File: config.mk
export PLATFORM = sky130hd
export DESIGN_NAME = searchable_fifo_queue
export DESIGN_NICKNAME = d
export VERILOG_FILES = /design/src/rtl/core/sfq_pkg.sv /design/src/rtl/core/searchable_fifo_queue.sv /design/src/rtl/core/sfq_ram.sv
export SDC_FILE = /design/constraint.sdc
export NUM_CORES = 2
export LEC_CHECK = 0
export ABC_AREA = 1
export BUFFER_PORTS_ARGS = -buffer_cell sky130_fd_sc_hd__buf_2
export CAP_MARGIN = 20
export CORE_MARGIN = 8
export CORE_UTILIZATION = 34
export DETAILED_ROUTE_END_ITERATION = 7
export SLEW_MARGIN = 15
export SYNTH_ARGS = -nofsm -noshare
export SYNTH_HDL_FRONTEND = slang
export SYNTH_SLANG_ARGS = --single-unit
export TNS_END_PERCENT = 30
File: constraint.sdc
create_clock -name i_clk -period 5.7 [get_ports i_clk]
set_input_delay 0.285 -clock i_clk [delete_from_list [all_inputs] [get_ports i_clk]]
set_output_delay 0.285 -clock i_clk [all_outputs]
set_load 0.05 [all_outputs]
File: src/rtl/core/sfq_pkg.sv
// ============================================================================
// Searchable FIFO queue package
// Request kinds, status codes and controller states shared by the design.
// ============================================================================
`timescale 1ns / 1ps

package sfq_pkg;

    // Request kinds carried in the input tuser field.
    typedef enum logic [2:0] {
        REQ_PUSH   = 3'd0,
        REQ_POP    = 3'd1,
        REQ_UPDATE = 3'd2,
        REQ_FIND   = 3'd3,
        REQ_CLEAR  = 3'd4
    } t_req;

    // Result status codes carried in the output tuser field.
    typedef enum logic [1:0] {
        STS_DONE     = 2'd0,
        STS_EMPTY    = 2'd1,
        STS_FULL     = 2'd2,
        STS_NOTFOUND = 2'd3
    } t_status;

    // Controller states.
    typedef enum logic {
        S_IDLE = 1'b0,
        S_FIND = 1'b1
    } t_state;

    // Field widths of one transfer.
    localparam int VALUE_W = 32;
    localparam int POS_W   = 6;
    localparam int FPOS_W  = 7;
    localparam int CNT_W   = 7;

    // Position reported when no entry matches.
    localparam logic [FPOS_W-1:0] NONE_POS = 7'h7F;

endpackage

File: src/rtl/core/searchable_fifo_queue.sv
// ============================================================================
// Searchable FIFO queue
// Circular-buffer FIFO of unsigned 32-bit values with push, pop, update,
// find and clear requests; one result transfer per request.
// ============================================================================
//
//  Channel   Direction  tdata (low bit up)              tuser
//  --------  ---------  ------------------------------  ------------
//  s (req)   in         value[31:0], position[37:32]    req_type[2:0]
//  m (res)   out        found_pos[6:0], entry_count     status[1:0]
//
//  Push, pop, update, clear and unknown kinds are handled in the accept
//  cycle: the entry RAM is written then and the result is registered.
//  Find walks the stored entries through the RAM read port, one entry per
//  cycle, and compares each registered read word with the search key.
//  Reset is synchronous and active low; it empties the queue, no clearing
//  pass is run. A stalled result holds; a new request is taken in the
//  cycle the pending result is transferred.
//
`timescale 1ns / 1ps

module searchable_fifo_queue
    import sfq_pkg::*;
#(
    parameter int DEPTH = 64
) (
    input  logic        i_clk,
    input  logic        i_rst_n,
    // Request stream.
    input  logic        i_s_tvalid,
    output logic        o_s_tready,
    input  logic [39:0] i_s_tdata,   // value[31:0], position[37:32], zero pad
    input  logic [2:0]  i_s_tuser,   // req_type[2:0]
    // Result stream.
    output logic        o_m_tvalid,
    input  logic        i_m_tready,
    output logic [15:0] o_m_tdata,   // found_pos[6:0], entry_count[13:7], zero pad
    output logic [1:0]  o_m_tuser    // status[1:0]
);

    localparam int AW = $clog2(DEPTH);
    localparam int CW = $clog2(DEPTH + 1);
    localparam int SW = AW + 1;
    localparam int XW = (CW > POS_W) ? CW : POS_W;

    // Slot at an offset from a base, wrapped once (both below DEPTH).
    function automatic logic [AW-1:0] slot_add(input logic [AW-1:0] base,
                                               input logic [CW-1:0] off);
        logic [SW:0] sum;
        sum = (SW+1)'(base) + (SW+1)'(off);
        if (sum >= (SW+1)'(DEPTH)) begin
            sum = sum - (SW+1)'(DEPTH);
        end
        return AW'(sum);
    endfunction

    t_state                r_state, n_state;
    logic [AW-1:0]         r_head, n_head;
    logic [AW-1:0]         r_tail, n_tail;
    logic [CW-1:0]         r_occ, n_occ;
    logic [VALUE_W-1:0]    r_key, n_key;
    logic [CW-1:0]         r_scan, n_scan;
    logic                  r_cmp_vld, n_cmp_vld;
    logic [CW-1:0]         r_cmp_idx, n_cmp_idx;
    logic                  r_out_vld, n_out_vld;
    t_status               r_out_sts, n_out_sts;
    logic [FPOS_W-1:0]     r_out_fpos, n_out_fpos;
    logic [CNT_W-1:0]      r_out_cnt, n_out_cnt;

    logic                  w_acc;
    logic [VALUE_W-1:0]    w_value;
    logic [POS_W-1:0]      w_pos;
    logic                  w_we;
    logic [AW-1:0]         w_waddr;
    logic                  w_re;
    logic [AW-1:0]         w_raddr;
    logic [VALUE_W-1:0]    w_rdata;
    logic [CW-1:0]         w_upd_off;

    assign w_value = i_s_tdata[31:0];
    assign w_pos   = i_s_tdata[37:32];

    // Requests are held off while a find owns the read port or a result is stalled.
    assign o_s_tready = (r_state == S_IDLE) && (!r_out_vld || i_m_tready);
    assign w_acc      = i_s_tvalid && o_s_tready;

    // Update target: position from the head, or the tail entry past the end.
    assign w_upd_off = (XW'(w_pos) < XW'(r_occ)) ? CW'(w_pos) : (r_occ - CW'(1));

    sfq_ram #(
        .WIDTH(VALUE_W),
        .DEPTH(DEPTH)
    ) u_ram (
        .i_clk  (i_clk),
        .i_we   (w_we),
        .i_waddr(w_waddr),
        .i_wdata(w_value),
        .i_re   (w_re),
        .i_raddr(w_raddr),
        .o_rdata(w_rdata)
    );

    // Next state, RAM control and result loading.
    always_comb begin
        n_state    = r_state;
        n_head     = r_head;
        n_tail     = r_tail;
        n_occ      = r_occ;
        n_key      = r_key;
        n_scan     = r_scan;
        n_cmp_vld  = r_cmp_vld;
        n_cmp_idx  = r_cmp_idx;
        n_out_vld  = r_out_vld;
        n_out_sts  = r_out_sts;
        n_out_fpos = r_out_fpos;
        n_out_cnt  = r_out_cnt;
        w_we       = 1'b0;
        w_waddr    = r_tail;
        w_re       = 1'b0;
        w_raddr    = slot_add(r_head, r_scan);

        // The pending result leaves on its transfer.
        if (r_out_vld && i_m_tready) begin
            n_out_vld = 1'b0;
        end

        case (r_state)
            S_IDLE: begin
                if (w_acc) begin
                    n_out_vld  = 1'b1;
                    n_out_sts  = STS_DONE;
                    n_out_fpos = NONE_POS;
                    case (i_s_tuser)
                        REQ_PUSH: begin
                            if (r_occ >= CW'(DEPTH)) begin
                                n_out_sts = STS_FULL;
                            end else begin
                                w_we    = 1'b1;
                                w_waddr = r_tail;
                                n_tail  = slot_add(r_tail, CW'(1));
                                n_occ   = r_occ + CW'(1);
                            end
                        end
                        REQ_POP: begin
                            if (r_occ == '0) begin
                                n_out_sts = STS_EMPTY;
                            end else begin
                                n_occ  = r_occ - CW'(1);
                                n_head = (r_occ == CW'(1)) ? r_tail
                                                           : slot_add(r_head, CW'(1));
                            end
                        end
                        REQ_UPDATE: begin
                            if (r_occ == '0) begin
                                n_out_sts = STS_EMPTY;
                            end else begin
                                w_we    = 1'b1;
                                w_waddr = slot_add(r_head, w_upd_off);
                            end
                        end
                        REQ_FIND: begin
                            n_out_vld = 1'b0;
                            n_state   = S_FIND;
                            n_key     = w_value;
                            n_scan    = '0;
                            n_cmp_vld = 1'b0;
                        end
                        REQ_CLEAR: begin
                            n_head = '0;
                            n_tail = '0;
                            n_occ  = '0;
                        end
                        default: begin
                            // Unknown kinds leave the queue as it is.
                        end
                    endcase
                    n_out_cnt = CNT_W'(n_occ);
                end
            end
            S_FIND: begin
                // Issue one read per cycle; compare the data in the cycle after its read.
                w_re      = (r_scan < r_occ);
                n_cmp_vld = w_re;
                n_cmp_idx = r_scan;
                if (w_re) begin
                    n_scan = r_scan + CW'(1);
                end
                if (r_cmp_vld && (w_rdata == r_key)) begin
                    n_state    = S_IDLE;
                    n_out_vld  = 1'b1;
                    n_out_sts  = STS_DONE;
                    n_out_fpos = FPOS_W'(r_cmp_idx);
                    n_out_cnt  = CNT_W'(r_occ);
                end else if (!w_re && !r_cmp_vld) begin
                    n_state    = S_IDLE;
                    n_out_vld  = 1'b1;
                    n_out_sts  = STS_NOTFOUND;
                    n_out_fpos = NONE_POS;
                    n_out_cnt  = CNT_W'(r_occ);
                end
            end
            default: begin
                n_state = S_IDLE;
            end
        endcase
    end

    // Control registers.
    always_ff @(posedge i_clk) begin
        if (!i_rst_n) begin
            r_state   <= S_IDLE;
            r_head    <= '0;
            r_tail    <= '0;
            r_occ     <= '0;
            r_cmp_vld <= 1'b0;
            r_out_vld <= 1'b0;
        end else begin
            r_state   <= n_state;
            r_head    <= n_head;
            r_tail    <= n_tail;
            r_occ     <= n_occ;
            r_cmp_vld <= n_cmp_vld;
            r_out_vld <= n_out_vld;
        end
    end

    // Payload registers.
    always_ff @(posedge i_clk) begin
        r_key      <= n_key;
        r_scan     <= n_scan;
        r_cmp_idx  <= n_cmp_idx;
        r_out_sts  <= n_out_sts;
        r_out_fpos <= n_out_fpos;
        r_out_cnt  <= n_out_cnt;
    end

    assign o_m_tvalid = r_out_vld;
    assign o_m_tdata  = {2'b00, r_out_cnt, r_out_fpos};
    assign o_m_tuser  = r_out_sts;

endmodule

File: src/rtl/core/sfq_ram.sv
// ============================================================================
// Generic single-port-write RAM
// One write port and one read port with a registered read.
// ============================================================================
`timescale 1ns / 1ps

module sfq_ram #(
    parameter int WIDTH = 32,
    parameter int DEPTH = 64
) (
    input  logic                     i_clk,
    input  logic                     i_we,
    input  logic [$clog2(DEPTH)-1:0] i_waddr,
    input  logic [WIDTH-1:0]         i_wdata,
    input  logic                     i_re,
    input  logic [$clog2(DEPTH)-1:0] i_raddr,
    output logic [WIDTH-1:0]         o_rdata
);

    logic [WIDTH-1:0] r_mem [DEPTH];
    logic [WIDTH-1:0] r_rdata;

    // Write port and registered read port.
    always_ff @(posedge i_clk) begin
        if (i_we) begin
            r_mem[i_waddr] <= i_wdata;
        end
        if (i_re) begin
            r_rdata <= r_mem[i_raddr];
        end
    end

    assign o_rdata = r_rdata;

endmodule

### Yosys cells after proc, flatten, opt, wreduce, memory -nomap -nowiden

Memories as Yosys holds them, arrays and structs flattened. A register that Yosys moved wholly into a read port is not among the register bits.
Index checks and enable logic that the tools add are counted.

| word-level totals | value |
|---|---|
| bits in registers | 84 |
| RAM bits | 2048 |
| bits of input ports | 47 |
| output and inout port bits | 20 |
| word-level logic and storage cells | 123 |
| memories kept | 1 |

Memory list:

| name | depth | width | read ports | clocked after Yosys merged registers in | wr ports | line | text |
|---|---|---|---|---|---|---|---|
| u_ram.r_mem | 64 | 32 | 1 | 1 | 1 | sfq_ram.sv:20 | `logic [WIDTH-1:0] r_mem [DEPTH];` |

| cells by class | value |
|---|---|
| add/sub/neg operators | 11 |
| $lt $le $gt $ge | 7 |
| equal/unequal tests | 12 |
| multiplexer cells | 58 |
| bitwise logic cells | 1 |
| reduce and logical (&&, ||, !) cells | 21 |

Operators by type and width:

| cell | number |
|---|---|
| $mux W7 | 12 |
| $mux W6 | 11 |
| $pmux W7 S2 | 3 |
| $eq A32 B32 Y1 | 1 |
| $pmux W6 S2 | 2 |
| $sub A6 B1 Y6 const B | 4 |
| $ge A7 B7 Y1 const B | 3 |
| $pmux W7 S3 | 1 |
| $mux W1 | 19 |
| $add A6 B7 Y8 | 2 |
| $ge A8 B7 Y1 const B | 2 |
| $add A6 B1 Y7 const B | 2 |
| $add A7 B1 Y7 const B | 2 |
| $mux W2 | 4 |
| $pmux W1 S2 | 4 |
| $pmux W2 S2 | 2 |
| $reduce_and A4 Y1 | 2 |
| $eq A7 B1 Y1 const B | 1 |
| $logic_not A7 Y1 | 1 |
| $lt A6 B7 Y1 | 1 |
| $lt A7 B7 Y1 | 1 |
| $sub A7 B1 Y7 const B | 1 |
| $eq A3 B2 Y1 const B | 2 |
| $ne A2 B2 Y1 const B | 3 |
| other kinds (13) | 24 |

### Logic depth before layout (Yosys ltp)

| logic depth | value |
|---|---|
| word-level depth | 9 |
| gate-level depth with buffers | 23 |

### Modules after synthesis

A second synthesis with hierarchy kept.

| second synthesis, totals | value |
|---|---|
| cell total of the unflattened synthesis | 7448 |
| area total of the unflattened synthesis | 88439.8 µm² |

By module, submodules not included:

| module | times used | cells an instance | area each (µm²) |
|---|---|---|---|
| sfq_ram | 1 | 6769 | 83058.4 |
| searchable_fifo_queue | 1 | 679 | 5381.4 |

### Least setup slack after synthesis

OpenSTA, ideal clock, no wires.

| path | value |
|---|---|
| path kind | flip-flop to flip-flop |
| start | register r_occ[4] |
| end | memory u_ram.r_mem[48][0], enable pin |
| arrival time | 4.254 ns |
| data required time | 5.279 ns |
| slack | 1.025 ns |
| cell stages (with the launch flop) | 18 |
| path buffers | 0 |
| path through | dfxtp_1 -> clkinv_1 -> ha_1 -> nand2_1 -> nand2_1 -> a21boi_2 -> nand2_4 -> o21ai_0 -> ha_1 -> inv_1 -> fa_1 -> o21ai_0 -> xnor2_1 -> nand2_1 -> nand2_2 -> inv_1 -> nand4_2 -> nor2_1 |

| between the ends | value |
|---|---|
| longest elaborated chain between the ends | 9 |
| elaborated cells between the ends (all ways) | 20 |

Ends and longest elaborated chain:

| element | line | text |
|---|---|---|
| start: declaration | searchable_fifo_queue.sv:60 | `logic [CW-1:0] r_occ, n_occ;` |
| start signal: assignment | searchable_fifo_queue.sv:221 | `r_occ <= n_occ;` |
| $sub A7 B1 Y7 or $lt A6 B7 Y1 (tied branches) | searchable_fifo_queue.sv:88 | `assign w_upd_off = (XW'(w_pos) < XW'(r_occ)) ? CW'(w_pos) : (r_occ - CW'(1));` |
| $mux W7 | searchable_fifo_queue.sv:88 |  |
| $add A6 B7 Y8 | searchable_fifo_queue.sv:50 | `sum = (SW+1)'(base) + (SW+1)'(off);` |
| $ge A8 B7 Y1 or $sub A6 B1 Y6 (tied branches) | searchable_fifo_queue.sv:51, searchable_fifo_queue.sv:52 |  |
| $mux W6 | searchable_fifo_queue.sv:51 | `if (sum >= (SW+1)'(DEPTH)) begin` |
| $mux W6 | searchable_fifo_queue.sv:154 | `if (r_occ == '0) begin` |
| $mux W6 | - |  |
| $mux W6 | searchable_fifo_queue.sv:129 | `if (w_acc) begin` |
| $mux W6 | searchable_fifo_queue.sv:127 | `case (r_state)` |
| end: declaration | sfq_ram.sv:20 |  |

Several ways; a longest one is shown, not always the timed one.

### Worst setup path after layout

| path | value |
|---|---|
| start | register r_occ[4] |
| end | memory u_ram.r_mem[61][29], enable pin |

The elaborated chain is that of the path after synthesis.

==> flow_results.org <==
** Yosys
- For this run, the number of Yosys warnings is 0.
- Fraction of registers with async set or reset after synthesis :: 0%
- Mean post-synth cell area :: 12.4 um^2
- Of the post-synthesis cell area, the dominant cell type holds 73.5%.
- Post-synthesis instance area :: 87500 um^2
- The synthesized design contains 2142 enable-type register cells.
- Synthesis produced 7047 cells.
- The netlist uses 50 different library cells.
- The synthesized design contains 2164 register bits.
- Most area-consuming cells after synthesis :: edfxtp_1 73%, o21ai_0 6.1%, nor2_1 4.9%
- edfxtp_1 is the most common cell in the netlist.
- Of the synthesized area, sequential elements account for 74.0%.
- Most frequent cells after synthesis :: 2142 x edfxtp_1, 1145 x nor2_1, 1062 x o21ai_0, 670 x nand2_1, 514 x o22ai_1
- Summed over all instances, the cell type with the most area after synthesis is edfxtp_1.
- Flip-flop cell with the highest count after synthesis :: edfxtp_1

** Floorplan
- Core Footprint :: 256000 um^2
- In this run the vertical extent of the chip is 523 um.
- Row Count :: 186
- For this configuration, the core starts out at a cell density of 34.1%.
- The die covers 274000 um^2.
- Width of the die :: 523 um
- Number of primary I/O pins :: 67

** Placement
- Post-detailed-placement half-perimeter wirelength :: 135000 um
- Port-buffer cells :: 62
- Routability-driven placement finished with a final weighted congestion of 0.857.

** Worst setup path
- In this design, the stage delay of the slowest critical-path cell is 540 ps.
- The largest individual stage delay along the critical path comes from the cell nand4_2.
- By startpoint and endpoint, the worst setup path is classified as reg2reg.
- The signal on the critical path passes through clkinv_1 -> ha_1 -> nand2_1 -> nand2_1 -> a21boi_2 -> nand2_4 -> o21ai_0 -> ha_1 -> inv_1 -> fa_1 -> o21ai_0 -> xnor2_1 -> nand2_1 -> nand2_2 -> inv_1 -> nand4_2 -> nor2_4 -> buf_4.
- In this run the worst setup path begins at r_occ[4].
- The worst setup path is captured at a flip-flop.
- For the worst setup path, the data arrival time is 5500 ps.
- Largest fanout on the critical path :: 32
- For the worst flop-to-flop path, the logic depth is 18.
- For the worst setup path, the data required time is 6160 ps.
- The worst setup path is launched from a flip-flop.
- By instance count, the cell type seen most on the critical path is nand2_1.
- Launching point of the worst reg2reg path :: r_occ[4]

** Route
- In this run the remaining antenna-violating nets after routing total 0.
- Wire per inst :: 22.9 um
- Initial DRC Count :: 6779
- Drt via density :: 5.30
- Detailed-router iteration count before antenna repair :: 6
- Remaining design rule violation count :: 0
- Final routed wirelength across all metal layers :: 244000 um
- Across all layers, the routed design uses 56501 vias.

** Job
- Max capacitance violation total :: 0

** STA
- Final period util :: 88.4%
- Final max-slew violation count :: 0
- Across all hold checks on the routed design, the worst slack comes to 87.3 ps.
- Adding up every negative setup slack in the final design gives 0 ps.
- The smallest clock period supported by the final layout is computed as 5040 ps.
- Measured slew at the worst slew-check pin :: 1110 ps
- Setup repair after global routing left no endpoint under its margin.
- Hold violation total from the final report :: 0
- Final count of negative-setup-slack endpoints :: 0
- For this run, the top clock speed supported by timing is 198 MHz.
- Relative slew margins :: 26.0%
- Fin Clk Skew :: 83.1 ps

** Power and ir drop
- Switching fraction of total power :: 25.5%
- Overall power consumption after layout is estimated at 35.2 mW.
- The share of total power dissipated in sequential elements is 50.0%.
- Power density relative to cell area :: 352 nW/um^2
- NetSw :: 8.96 mW
- In this run the static leakage power is 32.9 nW.
- Cell-internal power :: 26.2 mW
- Comb power frac :: 10.7%
- In this run, the clock network consumes 39.3% of the power.
- Peak supply drop :: 0.332 mV

** Global route
- First-pass GRT wire length :: 354000 um
- Antenna violations before repair :: 15
- Entering global routing, the biggest net connects 227 pins.
- Global routing used 17.1% of the available tracks.
- Summed over all layers, the global routing overflow is 0.
- Number of global-route vias before repair :: 53386

** Finish
- Compared with the post-synthesis result, the final layout area differs by 14.0%.
- Number of fillers in the final layout :: 24022
- The post-route netlist has 9.50% of its cells at a drive strength greater than 1.
- The final layout contains 7163 nets.

** Clock tree
- CTS Root Cell :: clkbuf_16
- Clk buf depth :: 3
- Clock latency on the worst-skew pair, taken at its later pin, is 890 ps.
- In this run the number of H-tree levels came out at 4.
- Buffers inserted during clock tree synthesis total 216.
- TritonCTS built the clock tree.
- After clock tree synthesis, the clock-pin slew on the worst setup and hold paths is 60 ps.
- Gates resized during post-CTS repair numbered 0.
- The clock net in this run drives a total of 2164 sinks.

** Status
- The run finished with clean final reports.

** Hold path
- Worst hold start :: i_s_tuser[2]
- The worst hold path was traced through 6 stages.
- Path type of the worst min-delay path :: in2reg
==> state kept, by name (all words and copies together), names as in the netlist <==
signal,flops
r_cmp_idx,7
r_key,32
r_cmp_vld,1
r_scan,7
r_out_fpos,7
r_occ,7
r_state,1
o_m_tuser,2
r_tail,6
u_ram.r_mem,2048
u_ram.o_rdata,32
o_m_tvalid,1
r_out_cnt,7
r_head,6
==> cell families (layout without fill, tap and decap cells) <==
logic type	count (synthesis)	after routing	share of synthesized area [%]
AO/OA/AOI/OAI	1915	1915	11.8
XOR/XNOR	29	29	0.307
adder cells (fa/ha/maj)	30	30	0.446
buffers and inverters	816	1040	3.93
flip-flops	2164	2164	74.0
multiplexers	3	3	0.0386
other	1	8	0.00428
AND/OR/NAND/NOR	2089	2089	9.54
==> final cells by class <==
| type | count | area (um^2) | area share [%] |
|---|---|---|---|
| tap | 3384 | 4230 | 4.24 |
| multi-input combinational | 4068 | 19900 | 19.9 |
| timing repair buffer | 273 | 2530 | 2.53 |
| clock buffer | 264 | 5600 | 5.61 |
| clock inverter | 140 | 1350 | 1.35 |
| inverter | 363 | 1390 | 1.39 |
| antenna | 6 | 15.0 | 0.0151 |
| sequential | 2164 | 64800 | 64.9 |
==> critical path: cells and delay by family, from the launching register on <==
kind,cells,cell delay [ps]
AND/OR/NAND/NOR,7,1260
buffers and inverters,4,1010
flip-flops,1,400
AO/OA/AOI/OAI,3,750
XOR/XNOR,1,140
adder cells (fa/ha/maj),3,1080
==> layout by cell type (no fill, tap or decap), types with 18 or more instances in the layout <==
master / instances
xor2_1: 22
nand3_1: 188
buf_2: 62
dfxtp_1: 22
buf_12: 48
clkinv_1: 61
a21oi_1: 34
clkbuf_1: 47
o22ai_1: 514
nor3_1: 18
o21ai_0: 1062
nor2_1: 1080
buf_4: 157
nor2_4: 68
clkinv_2: 43
nand2_1: 669
ha_1: 27
o21ai_1: 284
edfxtp_1: 2142
inv_1: 349
clkbuf_16: 216
==> per-layer routing <==
metal / vias up / GRT usage, % / share of wire (%)
met4: 14 / 4.95 / 2.7
li1: 25609 / - / -
met1: 28071 / 24.5 / 43
met2: 2468 / 26.7 / 45
met5: - / 0 / 0.041
met3: 339 / 3.08 / 9.3
==> per-stage QoR <==
step	cell area (um^2)	util, %	std cells	worst slack (ps)
6_report	99800	38.9	10662	661
2_1_floorplan	87500	-	7048	1020
4_1_cts	99700	38.9	10655	754
3_3_place_gp	92700	36.2	10246	823
5_1_grt	99800	38.9	10658	364
3_5_place_dp	92700	36.2	10246	759
==> worst paths after layout <==
kind / end / slack, ps
worst min-delay path: r_occ[5] / 90
worst min register to register: r_cmp_vld / 500
worst max-delay path: u_ram.r_mem[61][29] / 660
worst max register to register: u_ram.r_mem[61][29] / 660
==> repair_timing <==
action	4_1_cts	5_1_grt
hold buffers	5	0
hold endpoints to repair	11	0
buffers inserted	0	0
setup endpoints to repair	0	0
==> power by group through the flow <==
stage	Clock (mW)	Combinational, mW	Sequential [mW]
finish	13.8	3.78	17.6
floorplan	0	2.11	17.9
global placement	0	3.69	17.9
global route	14.6	4.10	17.6
CTS	14.0	3.75	17.6
detailed placement	0	3.74	17.9
Note: power is estimated with default switching activity, not from simulation.
